`config.mk`:
```
export PLATFORM = sky130hd
export DESIGN_NAME = rc_channel_frame_parser_unit
export DESIGN_NICKNAME = d
export VERILOG_FILES = /design/src/hdl/rcfp_pkg.sv /design/src/hdl/rcfp_pwm_scale.sv /design/src/hdl/rc_channel_frame_parser_unit.sv
export SDC_FILE = /design/constraint.sdc
export NUM_CORES = 1
export LEC_CHECK = 0
export ABC_CLOCK_PERIOD_IN_PS = 16000
export BUFFER_PORTS_ARGS = -buffer_cell sky130_fd_sc_hd__buf_2
export CORE_MARGIN = 4
export CORE_UTILIZATION = 60
export CTS_BUF_LIST = sky130_fd_sc_hd__clkbuf_8
export DETAILED_ROUTE_END_ITERATION = 12
export PLACE_DENSITY = 0.76
export SLEW_MARGIN = 20
export SYNTH_ARGS = -nofsm -noshare
export SYNTH_HDL_FRONTEND = slang
export SYNTH_SLANG_ARGS = --single-unit
```
`constraint.sdc`:
```
create_clock -name clk -period 16 [get_ports clk]
set_input_delay 0 -clock clk [delete_from_list [all_inputs] [get_ports clk]]
set_output_delay 0 -clock clk [all_outputs]
set_load 0.03 [all_outputs]
```
`src/hdl/rcfp_pkg.sv`:
```
// Shared constants and types for the RC channel frame parser.
package rcfp_pkg;

	// Configuration register port
	localparam int CFG_IDX_W  = 3;
	localparam int CFG_DATA_W = 16;

	localparam logic [CFG_IDX_W-1:0] REG_START_BYTE   = 3'd0;
	localparam logic [CFG_IDX_W-1:0] REG_SENDER_ID    = 3'd1;
	localparam logic [CFG_IDX_W-1:0] REG_SENDER_CLASS = 3'd2;
	localparam logic [CFG_IDX_W-1:0] REG_FRAME_ID     = 3'd3;
	localparam logic [CFG_IDX_W-1:0] REG_DATA_OFFSET  = 3'd4;
	localparam logic [CFG_IDX_W-1:0] REG_PWM_BIAS     = 3'd5;

	// Register reset values
	localparam logic [7:0]  RST_START_BYTE   = 8'hFE;
	localparam logic [7:0]  RST_SENDER_ID    = 8'h01;
	localparam logic [7:0]  RST_SENDER_CLASS = 8'h01;
	localparam logic [7:0]  RST_FRAME_ID     = 8'h23;
	localparam logic [4:0]  RST_DATA_OFFSET  = 5'd10;
	localparam logic [15:0] RST_PWM_BIAS     = 16'd980;

	// Frame layout
	localparam logic [4:0] OFFSET_MAX    = 5'd31;
	localparam logic [4:0] HDR_ID_POS    = 5'd3;
	localparam logic [4:0] HDR_CLASS_POS = 5'd4;
	localparam logic [4:0] HDR_FRAME_POS = 5'd5;
	localparam logic [7:0] LABEL_BASE    = 8'h31;

	// PWM scaling: signed 16-bit channel minus 16-bit unsigned bias fits 18 bits.
	localparam int PWM_DIFF_W = 18;
	localparam int PWM_MAG_W  = 17;
	// floor(x / 5) == (x * RECIP) >> RECIP_SHIFT for every x below 2**18
	localparam int PWM_RECIP_SHIFT = 19;
	localparam logic [PWM_MAG_W-1:0] PWM_RECIP = 17'd104858;
	localparam int PWM_PROD_W = 2 * PWM_MAG_W;

	// One channel echo: three result bytes and the PWM outcome of the last one
	typedef struct packed {
		logic [7:0] label;
		logic [7:0] high;
		logic [7:0] low;
		logic       pwm_valid;
		logic [7:0] pwm_value;
	} echo_t;

endpackage

```
`src/hdl/rcfp_pwm_scale.sv`:
```
// PWM adjust scaler: low byte of a signed difference divided by five, toward zero.
module rcfp_pwm_scale (
	input  logic signed [rcfp_pkg::PWM_DIFF_W-1:0] diff,
	output logic        [7:0]                      value
);
	import rcfp_pkg::*;

	logic                    neg;
	logic [PWM_DIFF_W-1:0]   abs_full;
	logic [PWM_MAG_W-1:0]    mag;
	logic [PWM_PROD_W-1:0]   prod;
	logic [7:0]              quot_lo;

	assign neg      = diff[PWM_DIFF_W-1];
	assign abs_full = neg ? PWM_DIFF_W'(~diff + PWM_DIFF_W'(1)) : diff;
	assign mag      = abs_full[PWM_MAG_W-1:0];

	// Reciprocal multiply replaces the divide by five
	assign prod    = PWM_PROD_W'(mag) * PWM_PROD_W'(PWM_RECIP);
	assign quot_lo = prod[PWM_RECIP_SHIFT +: 8];

	// Restore the sign on the truncated quotient
	assign value = neg ? 8'(~quot_lo + 8'd1) : quot_lo;

endmodule

```
`src/hdl/rc_channel_frame_parser_unit.sv`:
```
// Top level of the RC channel frame parser: header checks, channel assembly and echo output.
//
// The block takes one received byte per in request and echoes each completed
// 16-bit channel as three out requests: the label ('1' + channel index), the
// high byte, then the low byte, with last set on the low byte. On the final
// channel of a frame the low byte also carries pwm_valid and the PWM adjust
// value (low byte of (signed channel - pwm_bias) / 5, truncated toward zero).
// A byte passes through an input register, is parsed combinationally against
// the frame state and, when it completes a channel, loads a three-entry echo
// register. The echo register drains one result per cycle at the out port
// while out_ready is high. The next byte is taken into the input register
// while an echo is still draining, and moves on as soon as the echo register
// frees up on its last result. Configuration is to be written through cfg_we,
// cfg_index and cfg_data while the block is idle; the block itself does not
// enforce this. All registers reset to the standard frame format (start 0xFE,
// sender 0x01/0x01, frame 0x23, data at offset 10, bias 980).
module rc_channel_frame_parser_unit #(
	parameter int NUM_CHANNELS = 8
) (
	input  logic                             clk,
	input  logic                             arst_n,
	// configuration write port
	input  logic                             cfg_we,
	input  logic [rcfp_pkg::CFG_IDX_W-1:0]   cfg_index,
	input  logic [rcfp_pkg::CFG_DATA_W-1:0]  cfg_data,
	// received bytes
	input  logic                             in_valid,
	output logic                             in_ready,
	input  logic [7:0]                       rx_byte,
	// echo results
	output logic                             out_valid,
	input  logic                             out_ready,
	output logic [7:0]                       out_byte,
	output logic                             last,
	output logic                             pwm_valid,
	output logic [7:0]                       pwm_value
);
	import rcfp_pkg::*;

	// data_count holds up to 2*NUM_CHANNELS-1 bytes of the current frame
	localparam int CNT_W = (NUM_CHANNELS > 1) ? $clog2(2 * NUM_CHANNELS) : 1;
	localparam logic [CNT_W-1:0] CNT_LAST = CNT_W'(2 * NUM_CHANNELS - 1);

	// Configuration registers
	logic [7:0]  start_byte_q;
	logic [7:0]  sender_id_q;
	logic [7:0]  sender_class_q;
	logic [7:0]  frame_id_q;
	logic [4:0]  data_offset_q;
	logic [15:0] pwm_bias_q;

	// Frame state
	logic             in_frame_q, id_matched_q, class_matched_q, frame_matched_q;
	logic [4:0]       byte_offset_q;
	logic [CNT_W-1:0] data_count_q;
	logic [7:0]       pending_low_q;

	logic             in_frame_d, id_matched_d, class_matched_d, frame_matched_d;
	logic [4:0]       byte_offset_d;
	logic [CNT_W-1:0] data_count_d;
	logic [7:0]       pending_low_d;

	// Input register
	logic       valid_s1;
	logic [7:0] rx_s1;

	// Echo register
	echo_t      echo_q;
	echo_t      echo_d;
	logic [1:0] echo_cnt_q;

	logic       emit;
	logic       close_frame;
	logic       echo_free;
	logic       advance;
	logic [4:0] off_inc;
	logic [15:0] chan;
	logic signed [PWM_DIFF_W-1:0] pwm_diff;
	logic [7:0] pwm_scaled;

	// ------------------------------------------------------------------
	// Configuration writes
	// ------------------------------------------------------------------
	always_ff @(posedge clk or negedge arst_n) begin
		if (!arst_n) begin
			start_byte_q   <= RST_START_BYTE;
			sender_id_q    <= RST_SENDER_ID;
			sender_class_q <= RST_SENDER_CLASS;
			frame_id_q     <= RST_FRAME_ID;
			data_offset_q  <= RST_DATA_OFFSET;
			pwm_bias_q     <= RST_PWM_BIAS;
		end else if (cfg_we) begin
			case (cfg_index)
				REG_START_BYTE:   start_byte_q   <= cfg_data[7:0];
				REG_SENDER_ID:    sender_id_q    <= cfg_data[7:0];
				REG_SENDER_CLASS: sender_class_q <= cfg_data[7:0];
				REG_FRAME_ID:     frame_id_q     <= cfg_data[7:0];
				REG_DATA_OFFSET:  data_offset_q  <= cfg_data[4:0];
				REG_PWM_BIAS:     pwm_bias_q     <= cfg_data[15:0];
				default: ;
			endcase
		end
	end

	// ------------------------------------------------------------------
	// Handshake: the input register moves on when its byte makes no echo,
	// or when the echo register is empty or hands out its last result now.
	// ------------------------------------------------------------------
	assign echo_free = (echo_cnt_q == 2'd0) || ((echo_cnt_q == 2'd1) && out_ready);
	assign advance   = valid_s1 && (!emit || echo_free);
	assign in_ready  = !valid_s1 || advance;

	always_ff @(posedge clk or negedge arst_n) begin
		if (!arst_n) begin
			valid_s1 <= 1'b0;
		end else if (in_ready) begin
			valid_s1 <= in_valid;
		end
	end

	always_ff @(posedge clk) begin
		if (in_valid && in_ready) begin
			rx_s1 <= rx_byte;
		end
	end

	// ------------------------------------------------------------------
	// Parser: one byte against the frame state. Priority follows the frame
	// layout: start byte, then the three header bytes, then channel data.
	// ------------------------------------------------------------------
	assign off_inc  = (byte_offset_q < OFFSET_MAX) ? 5'(byte_offset_q + 5'd1) : byte_offset_q;
	assign chan     = {rx_s1, pending_low_q};
	assign pwm_diff = PWM_DIFF_W'(signed'(chan)) - signed'(PWM_DIFF_W'(pwm_bias_q));

	rcfp_pwm_scale u_pwm_scale (
		.diff  (pwm_diff),
		.value (pwm_scaled)
	);

	always_comb begin
		in_frame_d      = in_frame_q;
		id_matched_d    = id_matched_q;
		class_matched_d = class_matched_q;
		frame_matched_d = frame_matched_q;
		byte_offset_d   = off_inc;
		data_count_d    = data_count_q;
		pending_low_d   = pending_low_q;
		emit            = 1'b0;
		close_frame     = 1'b0;

		if (rx_s1 == start_byte_q) begin
			// restart the frame wherever the start byte shows up
			in_frame_d      = 1'b1;
			id_matched_d    = 1'b0;
			class_matched_d = 1'b0;
			frame_matched_d = 1'b0;
			data_count_d    = '0;
			byte_offset_d   = '0;
		end else if (rx_s1 == sender_id_q && in_frame_q && !id_matched_q &&
				off_inc == HDR_ID_POS) begin
			id_matched_d    = 1'b1;
			class_matched_d = 1'b0;
			frame_matched_d = 1'b0;
		end else if (rx_s1 == sender_class_q && in_frame_q && id_matched_q &&
				!class_matched_q && off_inc == HDR_CLASS_POS) begin
			class_matched_d = 1'b1;
			frame_matched_d = 1'b0;
		end else if (rx_s1 == frame_id_q && in_frame_q && id_matched_q && class_matched_q &&
				!frame_matched_q && off_inc == HDR_FRAME_POS) begin
			frame_matched_d = 1'b1;
		end else if (in_frame_q && id_matched_q && class_matched_q && frame_matched_q &&
				off_inc >= data_offset_q) begin
			if (!data_count_q[0]) begin
				// low byte of a channel: hold it until the high byte arrives
				pending_low_d = rx_s1;
				data_count_d  = CNT_W'(data_count_q + 1'b1);
			end else begin
				emit = 1'b1;
				if (data_count_q == CNT_LAST) begin
					close_frame     = 1'b1;
					in_frame_d      = 1'b0;
					id_matched_d    = 1'b0;
					class_matched_d = 1'b0;
					frame_matched_d = 1'b0;
					data_count_d    = '0;
					byte_offset_d   = '0;
				end else begin
					data_count_d = CNT_W'(data_count_q + 1'b1);
				end
			end
		end
	end

	always_comb begin
		echo_d.label     = 8'(LABEL_BASE + 8'(data_count_q >> 1));
		echo_d.high      = rx_s1;
		echo_d.low       = pending_low_q;
		echo_d.pwm_valid = close_frame;
		echo_d.pwm_value = close_frame ? pwm_scaled : 8'd0;
	end

	// Advance the frame state only when the byte leaves the input register
	always_ff @(posedge clk or negedge arst_n) begin
		if (!arst_n) begin
			in_frame_q      <= 1'b0;
			id_matched_q    <= 1'b0;
			class_matched_q <= 1'b0;
			frame_matched_q <= 1'b0;
			byte_offset_q   <= '0;
			data_count_q    <= '0;
			pending_low_q   <= '0;
		end else if (advance) begin
			in_frame_q      <= in_frame_d;
			id_matched_q    <= id_matched_d;
			class_matched_q <= class_matched_d;
			frame_matched_q <= frame_matched_d;
			byte_offset_q   <= byte_offset_d;
			data_count_q    <= data_count_d;
			pending_low_q   <= pending_low_d;
		end
	end

	// ------------------------------------------------------------------
	// Echo register: load a full channel echo, then drain one result per
	// out request. echo_cnt_q counts the results still to go.
	// ------------------------------------------------------------------
	always_ff @(posedge clk or negedge arst_n) begin
		if (!arst_n) begin
			echo_cnt_q <= 2'd0;
		end else if (advance && emit) begin
			echo_cnt_q <= 2'd3;
		end else if (out_valid && out_ready) begin
			echo_cnt_q <= 2'(echo_cnt_q - 2'd1);
		end
	end

	always_ff @(posedge clk) begin
		if (advance && emit) begin
			echo_q <= echo_d;
		end
	end

	assign out_valid = (echo_cnt_q != 2'd0);
	assign last      = (echo_cnt_q == 2'd1);
	assign pwm_valid = last && echo_q.pwm_valid;
	assign pwm_value = last ? echo_q.pwm_value : 8'd0;

	always_comb begin
		case (echo_cnt_q)
			2'd3:    out_byte = echo_q.label;
			2'd2:    out_byte = echo_q.high;
			2'd1:    out_byte = echo_q.low;
			default: out_byte = 8'd0;
		endcase
	end

	// ------------------------------------------------------------------
	// Assertions
	// ------------------------------------------------------------------
	a_pwm_on_last: assert property (@(posedge clk) disable iff (!arst_n)
		pwm_valid |-> (out_valid && last))
		else $error("pwm_valid outside the last echo byte");

	a_header_order: assert property (@(posedge clk) disable iff (!arst_n)
		frame_matched_q |-> (class_matched_q && id_matched_q && in_frame_q))
		else $error("frame id matched without the earlier header bytes");

	a_data_needs_header: assert property (@(posedge clk) disable iff (!arst_n)
		(data_count_q != '0) |-> frame_matched_q)
		else $error("channel bytes counted outside a matched frame");

	a_echo_whole: assert property (@(posedge clk) disable iff (!arst_n)
		(out_valid && out_ready && last) |=> (echo_cnt_q == 2'd0 || echo_cnt_q == 2'd3))
		else $error("echo register reloaded mid-echo");

endmodule

```
==> out/qor.txt <==
================================================================================
Run status                                                          finished, final reports clean
CTS root buffer                                                         clkbuf_8
Count of warnings emitted by yosys                                             0
Core Box Area                                                        0.0174 mm^2
GP Congestion                                                              0.958
Reg-to-reg startpoint                                               rx_s1[7]$_DFFE_PP_
Measured slew at the worst slew-check pin                                1.05 ns
Number of global-route vias before repair                                  7,863
Cell variety after synth                                                      76
Req. time, crit path                                                    16.20 ns
Setup-violating endpoint count in the final report                             0
Worst-path fanout max                                                         14
Fraction of registers with async set or reset after synthesis              67.5%
Filler Cells Inserted                                                      1,330
Clock tree buffer depth                                                        2
Flip-flop and latch count after synthesis                                    114
Via density per instance                                                    5.68
Endpoint, Worst Hold                                                data_offset_q[2]$_DFFE_PN0P_
Summed instance area of the synthesized netlist                      0.0107 mm^2
Worst skew pair latency                                                  0.45 ns
Largest net degree at the start of global routing                             78
Area grow syn2layout                                                       10.7%
Worst min-delay path startpoint                                     cfg_index[1]
Number of ports placed on the die boundary                                    52
Die Outline Area                                                     0.0201 mm^2
Die height                                                                142 um
Number of nets in the finished design                                      1,367
Final hold violation count                                                     0
Startpoint kind of the worst setup timing path                          register
TritonCTS clock tree                                                         yes
Post-route DRC violation count                                                 0
Port Buffer Count                                                             51
Final HPWL DP                                                          19,900 um
Max-Slew Margin vs Limit                                                   29.6%
Max Cap Viol                                                                   0
Ratio of final minimum period to clock period                              60.6%
Worst reg2reg setup slack                                                6.30 ns
Kind of end point of the critical path                                  register
Portion of the post-synthesis area used by sequential elements             28.6%
Setup repair after global routing missed its margin                        false
Accumulated negative setup slack                                            0 ns
Worst endpoint data arrival time                                         9.90 ns
Largest incremental delay on the critical path                           0.74 ns
Setup skew after layout                                                0.0164 ns
R2R depth                                                                     31
Total length of routed wires                                           25,500 um
Min Clock Period, post-route                                             9.70 ns
Number of buffers created by CTS                                              17
Clk pin slew, worst setup/hold paths                                     0.08 ns
Cell count after synthesis                                                 1,047
Kind of path behind the tightest hold check                         input pin to register
EDFF count, synth                                                             37
Horizontal die dimension                                                  142 um
Wire length of the first global-routing pass                           41,700 um
Drt first pass iters                                                           5
Overflow after GRT                                                             0
Achievable clock frequency                                               103 MHz
Standard cell with the maximum stage delay on the critical path           nor2_1
Combined area of the multi-input logic cells                        0.00688 mm^2
Number of antenna diodes                                                       0
Number of H-tree branching levels                                              4
Flip-flop cell with the highest count after synthesis                    dfrtp_1
Number of nets with antenna violations after routing                           0
Layout cell share with drive strength beyond 1                             15.7%
Initial core utilization                                                   61.6%
Mean routed wirelength per cell                                          18.7 um
Number of antenna violations at the first check in global routing              0
Vias                                                                       7,742
Mean instance size in the synthesized netlist                          10.2 um^2
Depth of the worst hold-timing path                                            3
CTS Sinks                                                                    114
Number of DRC violations after detailed-routing iteration 0                  513
Site row count                                                                48
WS Path Type                                                        register to register
Net count of the mapped netlist                                            1,288
Area taken by flip-flops and latches                                0.00306 mm^2
Total routing usage reported by global routing                             26.8%
Endpoint of the worst-slack reg-to-reg timing path                  echo_q[6]$_SDFFCE_PN0P_
Fin. max-slew vios                                                             0
================================================================================
## registers in the layout, indices dropped and copies added (netlist names)
register,flops
sender_class_q,8
echo_cnt_q,2
valid_s1,1
rx_s1,8
byte_offset_q,5
in_frame_q,1
sender_id_q,8
class_matched_q,1
pwm_bias_q,16
frame_id_q,8
echo_q,29
data_count_q,4
id_matched_q,1
start_byte_q,8
frame_matched_q,1
data_offset_q,5
pending_low_q,8
## stage by stage
| stage | cells | area, um^2 | utilization, % | worst slack [ns] | hold WS (ns) |
|---|---|---|---|---|---|
| floorplan | 1047 | 10700 | - | 7.60 | -0.296 |
| global placement | 1302 | 11200 | 64.3 | 6.50 | 0.176 |
| detailed placement | 1302 | 11200 | 64.3 | 6.40 | 0.178 |
| CTS | 1364 | 11900 | 68.1 | 6.38 | 0.0166 |
| global route | 1364 | 11900 | 68.2 | 5.80 | 0.0732 |
| finish | 1364 | 11900 | 68.2 | 6.30 | 0.0692 |
## synthesized netlist by cell type (all sizes together), types with 6 or more instances
cell	count	area (um^2)
ha	129	1610
clkbuf	20	75.1
nor2	41	154
a21oi	31	155
dfstp	20	526
nand2	46	173
nand4	11	68.8
and3	14	87.6
o21a	11	82.6
nor4	7	50.1
o21ai	34	170
dfrtp	57	1430
xor2	40	358
nand3	19	100
edfxtp	37	1110
nor3	15	75.1
fa	80	1600
nor2b	10	62.6
a21o	18	135
inv	187	702
mux2	56	631
a31oi	6	43.8
xnor2	48	428
and2	23	144
## layout make-up
cell class | count | share of cell area, %
clock buffers | 17 | 1.97
well taps | 225 | 2.37
flip-flops and latches | 114 | 25.8
multi-input cells | 723 | 57.9
inverters | 187 | 5.91
clock inverters | 15 | 1.19
repair buffers | 83 | 4.83
## routing by layer
layer	share of wire, %	up-vias	global-route usage, %	routed length [um]
li1	-	3693	-	-
met5	0	-	0	0
met1	47	3794	38.9	11900
met3	5.7	39	5.16	1450
met2	45	216	41.1	11600
met4	2.1	0	7.58	524
## worst max-delay path, delay by kind of cell, from the launching register on
kind	cells	cell delay [ns]
AOI/OAI and AO/OA	8	1.53
xor gates and xnor gates	3	1.16
adders and majority gates	8	3.52
buffers and inverters	5	0.51
DFF	1	0.70
and+or+nand+nor	7	2.02
## worst max path at each step
stage                               to                       from  slack (ns)  cells past startpoint
2_1_floorplan  echo_q[6]$_SDFFCE_PN0P_  pwm_bias_q[0]$_DFFE_PN0P_        7.60                     33
3_3_place_gp   echo_q[6]$_SDFFCE_PN0P_         rx_s1[6]$_DFFE_PP_        6.50                     30
3_5_place_dp   echo_q[6]$_SDFFCE_PN0P_         rx_s1[6]$_DFFE_PP_        6.40                     30
4_1_cts        echo_q[6]$_SDFFCE_PN0P_         rx_s1[6]$_DFFE_PP_        6.38                     30
5_1_grt        echo_q[6]$_SDFFCE_PN0P_         rx_s1[4]$_DFFE_PP_        5.80                     32
6_report       echo_q[6]$_SDFFCE_PN0P_         rx_s1[7]$_DFFE_PP_        6.30                     31
## cell families (layout without fill, tap and decap cells)
| group | count (synthesis) | in the layout | share of synthesized area (%) |
|---|---|---|---|
| and+or+nand+nor | 217 | 217 | 10.7 |
| buffers and inverters | 210 | 302 | 7.36 |
| adders and majority gates | 209 | 209 | 30.0 |
| AOI/OAI and AO/OA | 152 | 152 | 10.1 |
| DFF | 114 | 114 | 28.6 |
| xor gates and xnor gates | 88 | 88 | 7.33 |
| muxes | 57 | 57 | 5.97 |
## placed cells by master, fill, tap and decap left out, drive strengths merged, types with 15 or more instances in the layout
master         n
dlygate4sd3   30
clkbuf        17
fa            80
nor3          15
dfrtp         57
inv          193
and2          23
dfstp         20
a21o          18
xor2          40
nand2         46
mux2          56
ha           129
buf           53
nand3         19
o21ai         34
edfxtp        37
nor2          41
xnor2         48
a21oi         31
## what timing repair did
action / CTS / global route
gates resized for setup: 0 / 0
endpoints found under the setup margin: 0 / 0
hold endpoints to repair: 121 / 0
hold buffers: 30 / 0
setup buffers: 0 / 0
Power is not shown: default switching activity piles up to over one toggle a cycle in this logic, so the estimate is an artifact.
